--- src/sv/rgb_led_animation_sequencer_defines.svh ---
// assertion macros for the rgb led animation sequencer
// used by the top level, expects signals named clock and reset in scope
`ifndef RGB_LED_ANIMATION_SEQUENCER_DEFINES_SVH
`define RGB_LED_ANIMATION_SEQUENCER_DEFINES_SVH

// same-cycle implication, disabled during reset
`define RLAS_ASSERT_NOW(label, ante, cons) \
   label: assert property (@(posedge clock) disable iff (reset) (ante) |-> (cons)) \
      else $error("rlas check failed: same cycle");

// next-cycle implication, disabled during reset
`define RLAS_ASSERT_NEXT(label, ante, cons) \
   label: assert property (@(posedge clock) disable iff (reset) (ante) |=> (cons)) \
      else $error("rlas check failed: next cycle");

// next-cycle implication that also holds across reset
`define RLAS_ASSERT_RESET(label, ante, cons) \
   label: assert property (@(posedge clock) (ante) |=> (cons)) \
      else $error("rlas check failed: reset");

`endif

--- src/sv/rlas_pkg.sv ---
// shared types and constants for the rgb led animation sequencer
// no dependencies
package rlas_pkg;

   localparam int LED_COUNT  = 4;
   localparam int LED_IDX_W  = $clog2(LED_COUNT);
   localparam int COLOR_W    = 8;
   localparam int FUNC_W     = 2;
   localparam int MODE_W     = 3;
   localparam int PERIOD_W   = 8;
   localparam int CSR_IDX_W  = 2;
   localparam int ROUNDS_W   = 2;
   localparam int SWEEP_W    = 3;
   localparam int WORD_W     = LED_IDX_W + 1;   // two frames at most per item

   // input function codes
   localparam logic [FUNC_W-1:0] FUNC_TICK = 2'd0;
   localparam logic [FUNC_W-1:0] FUNC_MODE = 2'd1;
   localparam logic [FUNC_W-1:0] FUNC_STOP = 2'd2;

   // mode codes
   localparam logic [MODE_W-1:0] MODE_OFF   = 3'd0;
   localparam logic [MODE_W-1:0] MODE_CHASE = 3'd1;
   localparam logic [MODE_W-1:0] MODE_PULSE = 3'd2;
   localparam logic [MODE_W-1:0] MODE_LOCK  = 3'd3;
   localparam logic [MODE_W-1:0] MODE_OPEN  = 3'd4;

   // register indexes
   localparam logic [CSR_IDX_W-1:0] CSR_CHASE_PERIOD = 2'd0;
   localparam logic [CSR_IDX_W-1:0] CSR_PULSE_PERIOD = 2'd1;
   localparam logic [CSR_IDX_W-1:0] CSR_LOCK_PERIOD  = 2'd2;
   localparam logic [CSR_IDX_W-1:0] CSR_OPEN_PERIOD  = 2'd3;

   // register reset values
   localparam logic [PERIOD_W-1:0] CHASE_PERIOD_RST = 8'd8;
   localparam logic [PERIOD_W-1:0] PULSE_PERIOD_RST = 8'd4;
   localparam logic [PERIOD_W-1:0] LOCK_PERIOD_RST  = 8'd50;
   localparam logic [PERIOD_W-1:0] OPEN_PERIOD_RST  = 8'd50;
   localparam logic [PERIOD_W-1:0] OFF_PERIOD       = 8'd0;

   // pattern constants
   localparam logic [COLOR_W-1:0] RAMP_STEP = 8'd5;
   localparam logic [COLOR_W-1:0] RAMP_TOP  = 8'd250;
   localparam logic [COLOR_W-1:0] FULL_ON   = 8'd255;
   localparam logic [ROUNDS_W-1:0] PULSE_ROUNDS_END = 2'd3;
   localparam logic [SWEEP_W-1:0]  SWEEP_END = SWEEP_W'(LED_COUNT + 1);

   // job queue depth
   localparam int QUEUE_DEPTH = 2;
   localparam int QPTR_W      = $clog2(QUEUE_DEPTH);
   localparam int QCNT_W      = $clog2(QUEUE_DEPTH + 1);

   typedef struct packed {
      logic [COLOR_W-1:0] g;
      logic [COLOR_W-1:0] r;
      logic [COLOR_W-1:0] b;
   } color_type;

   typedef color_type [LED_COUNT-1:0] frame_type;

   // one queued job: a frame snapshot sent once or twice
   typedef struct packed {
      frame_type leds;
      logic      power_on;
      logic      twice;
   } job_type;

   // queue status seen by both sides
   typedef struct packed {
      logic full;
      logic empty;
   } queue_status_type;

endpackage

--- src/sv/rgb_led_animation_sequencer.sv ---
// top level of the rgb led animation sequencer: front, job queue, back
// depends on rlas_pkg, rlas_front, rlas_queue, rlas_back and the defines header
//
//   channel | direction | handshake          | payload
//   req     | in        | req_valid/stall    | func, mode
//   rsp     | out       | rsp_valid/stall    | led_sel, green, red, blue, power_on, last
//   csr     | in        | csr_valid/ready    | index, data
//
// the front takes one item per cycle while req_stall is low and updates the animation state at once
// each item with results sends 4 words, a sweep end 8, one word per cycle at the back while rsp_stall is low
// sustained rate is set by the back's word counter, which takes the next job as the last word is taken
// a two-job queue parts front and back; req_stall is high while it is full
// reset is synchronous, active high; csr writes are always ready
`include "rgb_led_animation_sequencer_defines.svh"
module rgb_led_animation_sequencer (
   input  logic                            clock,
   input  logic                            reset,
   input  logic                            req_valid,
   output logic                            req_stall,
   input  logic [rlas_pkg::FUNC_W-1:0]     req_func,
   input  logic [rlas_pkg::MODE_W-1:0]     req_mode,
   output logic                            rsp_valid,
   input  logic                            rsp_stall,
   output logic [rlas_pkg::LED_IDX_W-1:0]  rsp_led_sel,
   output logic [rlas_pkg::COLOR_W-1:0]    rsp_green,
   output logic [rlas_pkg::COLOR_W-1:0]    rsp_red,
   output logic [rlas_pkg::COLOR_W-1:0]    rsp_blue,
   output logic                            rsp_power_on,
   output logic                            rsp_last,
   input  logic                            csr_valid,
   output logic                            csr_ready,
   input  logic [rlas_pkg::CSR_IDX_W-1:0]  csr_index,
   input  logic [rlas_pkg::PERIOD_W-1:0]   csr_data
);

   rlas_pkg::queue_status_type q_status;
   rlas_pkg::job_type          push_job, pop_job;
   logic                       push, pop;
   logic                       word_moves;

   rlas_front u_front (
      .clock     (clock),
      .reset     (reset),
      .req_valid (req_valid),
      .req_stall (req_stall),
      .req_func  (req_func),
      .req_mode  (req_mode),
      .csr_valid (csr_valid),
      .csr_ready (csr_ready),
      .csr_index (csr_index),
      .csr_data  (csr_data),
      .q_status  (q_status),
      .push      (push),
      .push_job  (push_job)
   );

   rlas_queue u_queue (
      .clock    (clock),
      .reset    (reset),
      .push     (push),
      .push_job (push_job),
      .pop      (pop),
      .pop_job  (pop_job),
      .status   (q_status)
   );

   rlas_back u_back (
      .clock         (clock),
      .reset         (reset),
      .q_status      (q_status),
      .q_job         (pop_job),
      .pop           (pop),
      .rsp_valid     (rsp_valid),
      .rsp_stall     (rsp_stall),
      .rsp_led_sel   (rsp_led_sel),
      .rsp_green     (rsp_green),
      .rsp_red       (rsp_red),
      .rsp_blue      (rsp_blue),
      .rsp_power_on  (rsp_power_on),
      .rsp_last      (rsp_last)
   );

   // a word is taken and more of the same item follow
   assign word_moves = rsp_valid && !rsp_stall && !rsp_last;

   // checks on the word sequencing
   `RLAS_ASSERT_RESET(a_reset_idle, reset, !rsp_valid)
   `RLAS_ASSERT_NOW(a_last_on_fourth, rsp_valid && rsp_last, rsp_led_sel == rlas_pkg::LED_IDX_W'(rlas_pkg::LED_COUNT - 1))
   `RLAS_ASSERT_NEXT(a_frame_continues, word_moves, rsp_valid)
   `RLAS_ASSERT_NEXT(a_index_steps, word_moves, rsp_led_sel == $past(rsp_led_sel) + 1'b1)

endmodule

--- src/sv/rlas_front.sv ---
// front part: accepts items, holds registers and animation state, builds frame jobs
// depends on rlas_pkg
module rlas_front (
   input  logic                          clock,
   input  logic                          reset,
   input  logic                          req_valid,
   output logic                          req_stall,
   input  logic [rlas_pkg::FUNC_W-1:0]   req_func,
   input  logic [rlas_pkg::MODE_W-1:0]   req_mode,
   input  logic                          csr_valid,
   output logic                          csr_ready,
   input  logic [rlas_pkg::CSR_IDX_W-1:0] csr_index,
   input  logic [rlas_pkg::PERIOD_W-1:0] csr_data,
   input  rlas_pkg::queue_status_type    q_status,
   output logic                          push,
   output rlas_pkg::job_type             push_job
);

   logic [rlas_pkg::PERIOD_W-1:0] chase_period_ff, pulse_period_ff;
   logic [rlas_pkg::PERIOD_W-1:0] lock_period_ff, open_period_ff;

   logic                            enable_ff, enable_in;
   logic [rlas_pkg::PERIOD_W-1:0]   phase_ff, phase_in;
   logic [rlas_pkg::MODE_W-1:0]     mode_ff, mode_in;
   rlas_pkg::frame_type             colors_ff, colors_in;
   logic [rlas_pkg::LED_IDX_W-1:0]  chase_ff, chase_in;
   logic                            fade_ff, fade_in;
   logic [rlas_pkg::ROUNDS_W-1:0]   rounds_ff, rounds_in;
   logic [rlas_pkg::SWEEP_W-1:0]    sweep_ff, sweep_in;
   logic                            supply_ff, supply_in;

   logic                            accept;
   logic                            job_valid, job_twice;

   assign req_stall = q_status.full;
   assign accept    = req_valid && !req_stall;
   assign csr_ready = 1'b1;

   // configuration registers
   always_ff @(posedge clock) begin
      if (reset) begin
         chase_period_ff <= rlas_pkg::CHASE_PERIOD_RST;
         pulse_period_ff <= rlas_pkg::PULSE_PERIOD_RST;
         lock_period_ff  <= rlas_pkg::LOCK_PERIOD_RST;
         open_period_ff  <= rlas_pkg::OPEN_PERIOD_RST;
      end else if (csr_valid && csr_ready) begin
         unique case (csr_index)
            rlas_pkg::CSR_CHASE_PERIOD: chase_period_ff <= csr_data;
            rlas_pkg::CSR_PULSE_PERIOD: pulse_period_ff <= csr_data;
            rlas_pkg::CSR_LOCK_PERIOD:  lock_period_ff  <= csr_data;
            rlas_pkg::CSR_OPEN_PERIOD:  open_period_ff  <= csr_data;
         endcase
      end
   end

   // next animation state and job for the item on the input
   always_comb begin
      logic [rlas_pkg::PERIOD_W-1:0]  period;
      logic [rlas_pkg::PERIOD_W-1:0]  phase_inc;
      logic [rlas_pkg::COLOR_W-1:0]   sel_b, new_b, next_b, red0;
      logic [rlas_pkg::LED_IDX_W-1:0] chase_nx;
      logic                           chase_move, chase_on;
      logic [rlas_pkg::SWEEP_W-1:0]   sweep_n;
      logic                           sweep_lit;

      enable_in = enable_ff;
      phase_in  = phase_ff;
      mode_in   = mode_ff;
      colors_in = colors_ff;
      chase_in  = chase_ff;
      fade_in   = fade_ff;
      rounds_in = rounds_ff;
      sweep_in  = sweep_ff;
      supply_in = supply_ff;
      job_valid = 1'b0;
      job_twice = 1'b0;

      unique case (mode_ff)
         rlas_pkg::MODE_CHASE: period = chase_period_ff;
         rlas_pkg::MODE_PULSE: period = pulse_period_ff;
         rlas_pkg::MODE_LOCK:  period = lock_period_ff;
         rlas_pkg::MODE_OPEN:  period = open_period_ff;
         default:              period = rlas_pkg::OFF_PERIOD;
      endcase
      phase_inc = phase_ff + 1'b1;

      // chase ramp on the lit led
      sel_b = colors_ff[chase_ff].b;
      new_b = fade_ff ? (sel_b - rlas_pkg::RAMP_STEP) : (sel_b + rlas_pkg::RAMP_STEP);

      // when the lit led goes dark below the last one, the next led ramps in the same step
      chase_nx   = chase_ff + 1'b1;
      chase_move = fade_ff && (new_b == '0);
      chase_on   = chase_move &&
                   (chase_ff != rlas_pkg::LED_IDX_W'(rlas_pkg::LED_COUNT - 1));
      next_b     = colors_ff[chase_nx].b + rlas_pkg::RAMP_STEP;

      // pulse ramp as seen on the first led
      red0 = colors_ff[0].r + rlas_pkg::RAMP_STEP;

      // sweep position after this step
      sweep_n   = sweep_ff + 1'b1;
      sweep_lit = (sweep_n != '0) && (sweep_n <= rlas_pkg::SWEEP_W'(rlas_pkg::LED_COUNT));

      unique case (req_func)
         rlas_pkg::FUNC_TICK: begin
            if (enable_ff) begin
               phase_in = phase_inc;
               if (phase_inc >= period) begin
                  job_valid = 1'b1;
                  phase_in  = '0;
                  if (mode_ff == rlas_pkg::MODE_CHASE) begin
                     for (int i = 0; i < rlas_pkg::LED_COUNT; i++) begin
                        colors_in[i].g = '0;
                        colors_in[i].r = '0;
                        colors_in[i].b = (rlas_pkg::LED_IDX_W'(i) == chase_ff) ? new_b :
                                         (chase_on && (rlas_pkg::LED_IDX_W'(i) == chase_nx)) ?
                                         next_b : '0;
                     end
                     if (!fade_ff) begin
                        if (new_b > rlas_pkg::RAMP_TOP) fade_in = 1'b1;
                     end else if (new_b == '0) begin
                        fade_in  = chase_on && (next_b > rlas_pkg::RAMP_TOP);
                        chase_in = chase_nx;
                     end
                  end else if (mode_ff == rlas_pkg::MODE_PULSE) begin
                     for (int i = 0; i < rlas_pkg::LED_COUNT; i++) begin
                        colors_in[i].g = '0;
                        colors_in[i].b = '0;
                        colors_in[i].r = (red0 > rlas_pkg::RAMP_TOP) ? '0 :
                                         colors_ff[i].r + rlas_pkg::RAMP_STEP;
                     end
                     rounds_in = (red0 > rlas_pkg::RAMP_TOP) ? rounds_ff + 1'b1 : rounds_ff;
                     if (rounds_in == rlas_pkg::PULSE_ROUNDS_END) begin
                        enable_in = 1'b0;
                        supply_in = 1'b0;
                        rounds_in = '0;
                        mode_in   = rlas_pkg::MODE_OFF;
                     end
                  end else if (mode_ff == rlas_pkg::MODE_LOCK ||
                               mode_ff == rlas_pkg::MODE_OPEN) begin
                     sweep_in = sweep_n;
                     for (int i = 0; i < rlas_pkg::LED_COUNT; i++) begin
                        colors_in[i].r = '0;
                        colors_in[i].b = '0;
                        colors_in[i].g = (sweep_lit &&
                           ((rlas_pkg::SWEEP_W'(i) + 1'b1) >= sweep_n)) ? rlas_pkg::FULL_ON : '0;
                     end
                     // sweep end: lights out and the frame goes twice
                     if (sweep_n == rlas_pkg::SWEEP_END) begin
                        enable_in = 1'b0;
                        supply_in = 1'b0;
                        sweep_in  = '0;
                        mode_in   = rlas_pkg::MODE_OFF;
                        job_twice = 1'b1;
                     end
                  end
               end
            end else begin
               phase_in = '0;
            end
         end
         rlas_pkg::FUNC_MODE: begin
            if (req_mode <= rlas_pkg::MODE_OPEN) begin
               job_valid = 1'b1;
               mode_in   = req_mode;
               phase_in  = '0;
               if (req_mode == rlas_pkg::MODE_OFF) begin
                  supply_in = 1'b0;
               end else begin
                  enable_in = 1'b1;
                  supply_in = 1'b1;
                  if (req_mode == rlas_pkg::MODE_CHASE) begin
                     chase_in  = '0;
                     fade_in   = 1'b0;
                     colors_in = '0;
                  end else if (req_mode == rlas_pkg::MODE_PULSE) begin
                     rounds_in = '0;
                     colors_in = '0;
                  end else begin
                     sweep_in = '0;
                     for (int i = 0; i < rlas_pkg::LED_COUNT; i++) begin
                        colors_in[i].g = rlas_pkg::FULL_ON;
                        colors_in[i].r = '0;
                        colors_in[i].b = '0;
                     end
                  end
               end
            end
         end
         rlas_pkg::FUNC_STOP: begin
            job_valid = 1'b1;
            enable_in = 1'b0;
            supply_in = 1'b0;
            sweep_in  = '0;
            mode_in   = rlas_pkg::MODE_OFF;
            phase_in  = '0;
         end
         default: begin
         end
      endcase
   end

   // animation state registers
   always_ff @(posedge clock) begin
      if (reset) begin
         enable_ff <= 1'b0;
         phase_ff  <= '0;
         mode_ff   <= rlas_pkg::MODE_OFF;
         colors_ff <= '0;
         chase_ff  <= '0;
         fade_ff   <= 1'b0;
         rounds_ff <= '0;
         sweep_ff  <= '0;
         supply_ff <= 1'b0;
      end else if (accept) begin
         enable_ff <= enable_in;
         phase_ff  <= phase_in;
         mode_ff   <= mode_in;
         colors_ff <= colors_in;
         chase_ff  <= chase_in;
         fade_ff   <= fade_in;
         rounds_ff <= rounds_in;
         sweep_ff  <= sweep_in;
         supply_ff <= supply_in;
      end
   end

   // job handed to the queue
   assign push              = accept && job_valid;
   assign push_job.leds     = colors_in;
   assign push_job.power_on = supply_in;
   assign push_job.twice    = job_twice;

endmodule

--- src/sv/rlas_queue.sv ---
// short job queue between the front and back parts
// depends on rlas_pkg
module rlas_queue (
   input  logic                       clock,
   input  logic                       reset,
   input  logic                       push,
   input  rlas_pkg::job_type          push_job,
   input  logic                       pop,
   output rlas_pkg::job_type          pop_job,
   output rlas_pkg::queue_status_type status
);

   rlas_pkg::job_type              slot_ff [rlas_pkg::QUEUE_DEPTH];
   logic [rlas_pkg::QPTR_W-1:0]    wr_ptr_ff, rd_ptr_ff;
   logic [rlas_pkg::QCNT_W-1:0]    count_ff;
   logic                           do_push, do_pop;

   assign status.full  = (count_ff == rlas_pkg::QCNT_W'(rlas_pkg::QUEUE_DEPTH));
   assign status.empty = (count_ff == '0);
   assign do_push      = push && !status.full;
   assign do_pop       = pop && !status.empty;
   assign pop_job      = slot_ff[rd_ptr_ff];

   // storage
   always_ff @(posedge clock) begin
      if (do_push) slot_ff[wr_ptr_ff] <= push_job;
   end

   // pointers and fill count
   always_ff @(posedge clock) begin
      if (reset) begin
         wr_ptr_ff <= '0;
         rd_ptr_ff <= '0;
         count_ff  <= '0;
      end else begin
         if (do_push) wr_ptr_ff <= (wr_ptr_ff == rlas_pkg::QPTR_W'(rlas_pkg::QUEUE_DEPTH - 1)) ?
                                   '0 : wr_ptr_ff + 1'b1;
         if (do_pop)  rd_ptr_ff <= (rd_ptr_ff == rlas_pkg::QPTR_W'(rlas_pkg::QUEUE_DEPTH - 1)) ?
                                   '0 : rd_ptr_ff + 1'b1;
         count_ff <= count_ff + rlas_pkg::QCNT_W'(do_push) - rlas_pkg::QCNT_W'(do_pop);
      end
   end

endmodule

--- src/sv/rlas_back.sv ---
// back part: walks one queued job out as GRB words, one word per cycle while rsp_stall is low
// depends on rlas_pkg
module rlas_back (
   input  logic                           clock,
   input  logic                           reset,
   input  rlas_pkg::queue_status_type     q_status,
   input  rlas_pkg::job_type              q_job,
   output logic                           pop,
   output logic                           rsp_valid,
   input  logic                           rsp_stall,
   output logic [rlas_pkg::LED_IDX_W-1:0] rsp_led_sel,
   output logic [rlas_pkg::COLOR_W-1:0]   rsp_green,
   output logic [rlas_pkg::COLOR_W-1:0]   rsp_red,
   output logic [rlas_pkg::COLOR_W-1:0]   rsp_blue,
   output logic                           rsp_power_on,
   output logic                           rsp_last
);

   rlas_pkg::job_type              job_ff;
   logic                           busy_ff;
   logic [rlas_pkg::WORD_W-1:0]    word_ff;
   logic [rlas_pkg::WORD_W-1:0]    last_word;
   logic                           taken;
   rlas_pkg::color_type            cur;

   assign last_word = job_ff.twice ? rlas_pkg::WORD_W'(2 * rlas_pkg::LED_COUNT - 1) :
                                     rlas_pkg::WORD_W'(rlas_pkg::LED_COUNT - 1);
   assign taken     = busy_ff && !rsp_stall;
   assign rsp_last  = (word_ff == last_word);
   assign pop       = !q_status.empty && (!busy_ff || (taken && rsp_last));

   // job register and word counter
   always_ff @(posedge clock) begin
      if (pop) job_ff <= q_job;
   end

   always_ff @(posedge clock) begin
      if (reset) begin
         busy_ff <= 1'b0;
         word_ff <= '0;
      end else if (pop) begin
         busy_ff <= 1'b1;
         word_ff <= '0;
      end else if (taken) begin
         busy_ff <= !rsp_last;
         word_ff <= word_ff + 1'b1;
      end
   end

   // output word
   assign cur           = job_ff.leds[word_ff[rlas_pkg::LED_IDX_W-1:0]];
   assign rsp_valid     = busy_ff;
   assign rsp_led_sel   = word_ff[rlas_pkg::LED_IDX_W-1:0];
   assign rsp_green     = cur.g;
   assign rsp_red       = cur.r;
   assign rsp_blue      = cur.b;
   assign rsp_power_on  = job_ff.power_on;

endmodule

--- config.mk ---
export PLATFORM = sky130hd
export DESIGN_NAME = rgb_led_animation_sequencer
export DESIGN_NICKNAME = d
export VERILOG_FILES = /design/src/sv/rlas_pkg.sv /design/src/sv/rgb_led_animation_sequencer.sv /design/src/sv/rlas_front.sv /design/src/sv/rlas_queue.sv /design/src/sv/rlas_back.sv
export VERILOG_INCLUDE_DIRS = /design/src /design/src/sv
export SDC_FILE = /design/constraint.sdc
export NUM_CORES = 1
export LEC_CHECK = 0
export BUFFER_PORTS_ARGS = -buffer_cell sky130_fd_sc_hd__buf_2
export CORE_AREA = 5 5 268 270
export CTS_CLUSTER_SIZE = 25
export DETAILED_ROUTE_END_ITERATION = 10
export DIE_AREA = 0 0 273 275
export GPL_ROUTABILITY_DRIVEN = 0
export HOLD_SLACK_MARGIN = 0.15
export MAX_ROUTING_LAYER = met4
export PLACE_DENSITY = 0.52
export SKIP_LAST_GASP = 1
export SYNTH_ARGS = -nofsm -noshare
export SYNTH_HDL_FRONTEND = slang
export SYNTH_SLANG_ARGS = --single-unit
--- constraint.sdc ---
create_clock -name clock -period 7.5 [get_ports clock]
set_clock_uncertainty 0.2 [all_clocks]
set_input_delay 0 -clock clock [delete_from_list [all_inputs] [get_ports clock]]
set_output_delay 0 -clock clock [all_outputs]
set_load 0.01 [all_outputs]
==> results.json <==
{
  "outcome": "completed",
  "synth_edf_count": 294,
  "ir_drop_uv": 156,
  "yosys.area.top_type": "edfxtp_1",
  "worst_pin_slew_ns": 1.19,
  "core_um2": 69300,
  "start_util_pct": 29.6,
  "period_needed_ns": 5.41,
  "die_h_um": 275,
  "grt_pass1_wl_mm": 81.0,
  "io_pins": 51,
  "path_clk_slew_ns": 0.06,
  "rrSetupSlack_ns": 2.09,
  "pre_cts_slack_ns": 1.99,
  "setup_ws_ns": 2.09,
  "power_density_nw_per_um2": 276,
  "endpoint_kind": "flop",
  "synth_top_cells_by_count": "294 x edfxtp_1, 157 x dfxtp_1, 128 x nand2_1",
  "maxSlewViolCount": 0,
  "routed-via-count": 14100,
  "yosysSeqAreaShare_pct": 58.4,
  "h-tree-depth": 2,
  "cts_tree": "done",
  "numCtsBuffers": 49,
  "synth_fa_ha_area_share_pct": 2.72,
  "synth_top_family_by_area": "compound AO/OA/AOI/OAI gates",
  "async_flop_share_pct": 0,
  "port_buffers": 49,
  "insertion_delay_ns": 0.60,
  "rsz0062_at_grt": "no",
  "avgSynthCellArea_um2": 12.3,
  "synth_mux_area_share_pct": 11.4,
  "ys_types": 83,
  "clock_sinks": 451,
  "synth_xor_area_share_pct": 1.37,
  "worst_hold_path.endpoint": "u_front.chase_period_ff[4]",
  "hold_start": "reset",
  "drt-pass1-iter-count": 5,
  "cp_data_required_time_ns": 7.57,
  "setup.worst_path.start": "u_front.mode_ff[2]",
  "crit_path_max_fanout": 77,
  "die_w_um": 273,
  "dieArea_um2": 75100,
  "synth_compound_area_share_pct": 14.1,
  "overflow": 0,
  "holdPathStages": 4,
  "drt_iter0_drc": 1165,
  "synthCells": 1674,
  "total_power_uw": 6590,
  "clockRootBuffer": "clkbuf_16",
  "synth.top_cell.area_share_pct": 43.0,
  "drc": 0,
  "synth.most_common_cell": "edfxtp_1",
  "cellLeakagePower_uw": 0.00796,
  "ys_ff_latch": 451,
  "wl_per_cell_um": 19.0,
  "critPathArrivalTime_ns": 5.48,
  "reg2reg_to": "u_queue.slot_ff[1][63]",
  "syn-cell-area_um2": 20500,
  "via_per_inst": 5.16,
  "wirelength_mm": 52.1,
  "synth_area_leaders": "edfxtp_1 43%, dfxtp_1 15%, mux2_2 5.5%, mux4_2 4.3%, o21ai_0 2.7%",
  "layout-drive-gt1-share_pct": 17.6,
  "area_delta_synth_final_pct": 16.3,
  "worst-setup-path-type": "reg -> reg",
  "synth_fp_nets": 1738,
  "row_count": 97,
  "max_slew_margin_pct": 20.3,
  "r2r_cells": 11,
  "setup_violations": 0,
  "fmax_mhz": 185,
  "hpwl_mm": 34.7,
  "reg2reg_from": "u_front.mode_ff[2]",
  "grt.total_usage_pct": 13.9,
  "cts_resized": 0,
  "detail-route-antenna-nets": 0,
  "first_global_vias": 13900,
  "startpoint_type": "flop",
  "fin_setup_tns_ns": 0,
  "clock_path_buffers": 3,
  "grt_max_degree": 78,
  "cap_violations": 0,
  "synthSimpleGateAreaFrac_pct": 9.48,
  "final_nets": 1816,
  "hold_viol_final": 0,
  "hold_path_class": "in -> reg",
  "grt_antenna_before_repair": 3,
  "finalCritPeriodShare_pct": 72.1,
  "yosysWarnings": 0,
  "synth_ff_type": "edfxtp_1"
}
==> power by group <==
part | total (uW) | internal (uW) | switching, uW
clock | 2400 | 1370 | 1030
combinational | 1040 | 422 | 618
sequential | 3150 | 3030 | 121
==> repair_timing <==
item | CTS | global route
hold buffers | 50 | 0
setup buffers | 0 | 0
hold endpoints to repair | 131 | 0
==> critical path, cell delays in order (launching register included) <==
cell      delay (ns)
dfxtp_1         0.57
nor3b_1         0.67
a22o_1          0.26
a221oi_1        0.05
ha_1            0.33
nand2_1         0.05
o21ai_0         0.23
a41o_1          0.50
nand3_1         0.20
a21boi_0        0.55
and2_4          0.98
buf_4           0.46
==> state kept, by name (all words and copies together) (netlist names), 3 cells and up <==
register and flops:
u_front.mode_ff 3, u_front.pulse_period_ff 8, u_front.chase_period_ff 8, u_queue.slot_ff 196
u_front.phase_ff 8, u_front.lock_period_ff 8, u_front.sweep_ff 3, u_front.open_period_ff 8
u_back.job_ff 97, u_back.word_ff 3, u_front.colors_ff 96
==> metrics by stage <==
step / hold WS (ns) / instance area, um^2 / instances / utilization, %
after floorplan: -0.0760 / 20500 / 1674 / -
after global placement: 0.0626 / 21700 / 2591 / 31.4
after detailed placement: 0.0726 / 21700 / 2591 / 31.4
after CTS: 0.223 / 23900 / 2733 / 34.4
after global routing: 0.248 / 23900 / 2737 / 34.4
final: 0.252 / 23900 / 2737 / 34.4
==> final cells by class <==
| class | count | area, um^2 |
|---|---|---|
| Antenna cell | 4 | 10.0 |
| Multi-Input combinational cell | 1089 | 8020 |
| Clock inverter | 37 | 338 |
| Clock buffer | 55 | 1270 |
| Fill cell | 6822 | 45400 |
| Timing Repair Buffer | 123 | 926 |
| Tap cell | 940 | 1180 |
| Inverter | 38 | 145 |
| Sequential cell | 451 | 12000 |
==> routing by layer <==
metal	track usage, %	vias to the layer above	part of all wire (%)
met5	-	-	0
met4	4.57	0	2.8
met3	2.52	109	6.2
met2	21.2	483	45
met1	18.9	6968	46
li1	-	6568	-
==> worst max path at each step <==
stage / end / slack [ns] / cells after the start
after floorplan: u_queue.slot_ff[0][0] / 1.36 / 13
after global placement: u_queue.slot_ff[1][37] / 2.29 / 11
after detailed placement: u_queue.slot_ff[1][63] / 1.99 / 11
after CTS: u_queue.slot_ff[1][62] / 2.00 / 11
after global routing: u_queue.slot_ff[1][38] / 1.70 / 11
final: u_queue.slot_ff[1][63] / 2.09 / 11
==> logic make-up (layout without fill, tap and decap cells) <==
logic type / count (synthesis) / after routing
flip-flops: 451 / 451
AO/OA/AOI/OAI: 430 / 430
AND/OR/NAND/NOR: 411 / 411
multiplexers: 171 / 171
buffers and inverters: 134 / 253
adder cells (fa/ha/maj): 44 / 44
XOR/XNOR: 32 / 32
other: 1 / 5
==> cells in the final DEF (no fill, tap or decap), drive strengths merged, types with 15 or more instances in the layout <==
cell type / instances
dfxtp: 157
nand2: 128
edfxtp: 294
ha: 43
nand3: 34
o21ai: 115
xnor2: 19
dlygate4sd3: 50
clkinv: 26
nor2: 123
o21a: 38
inv: 40
mux2: 101
mux4: 39
buf: 73
a22oi: 32
mux2i: 31
nor3: 26
a22o: 18
clkbuf: 55
a31oi: 23
nor2b: 15
a21oi: 78
a32oi: 15
Note: power is estimated with default switching activity, not from simulation.
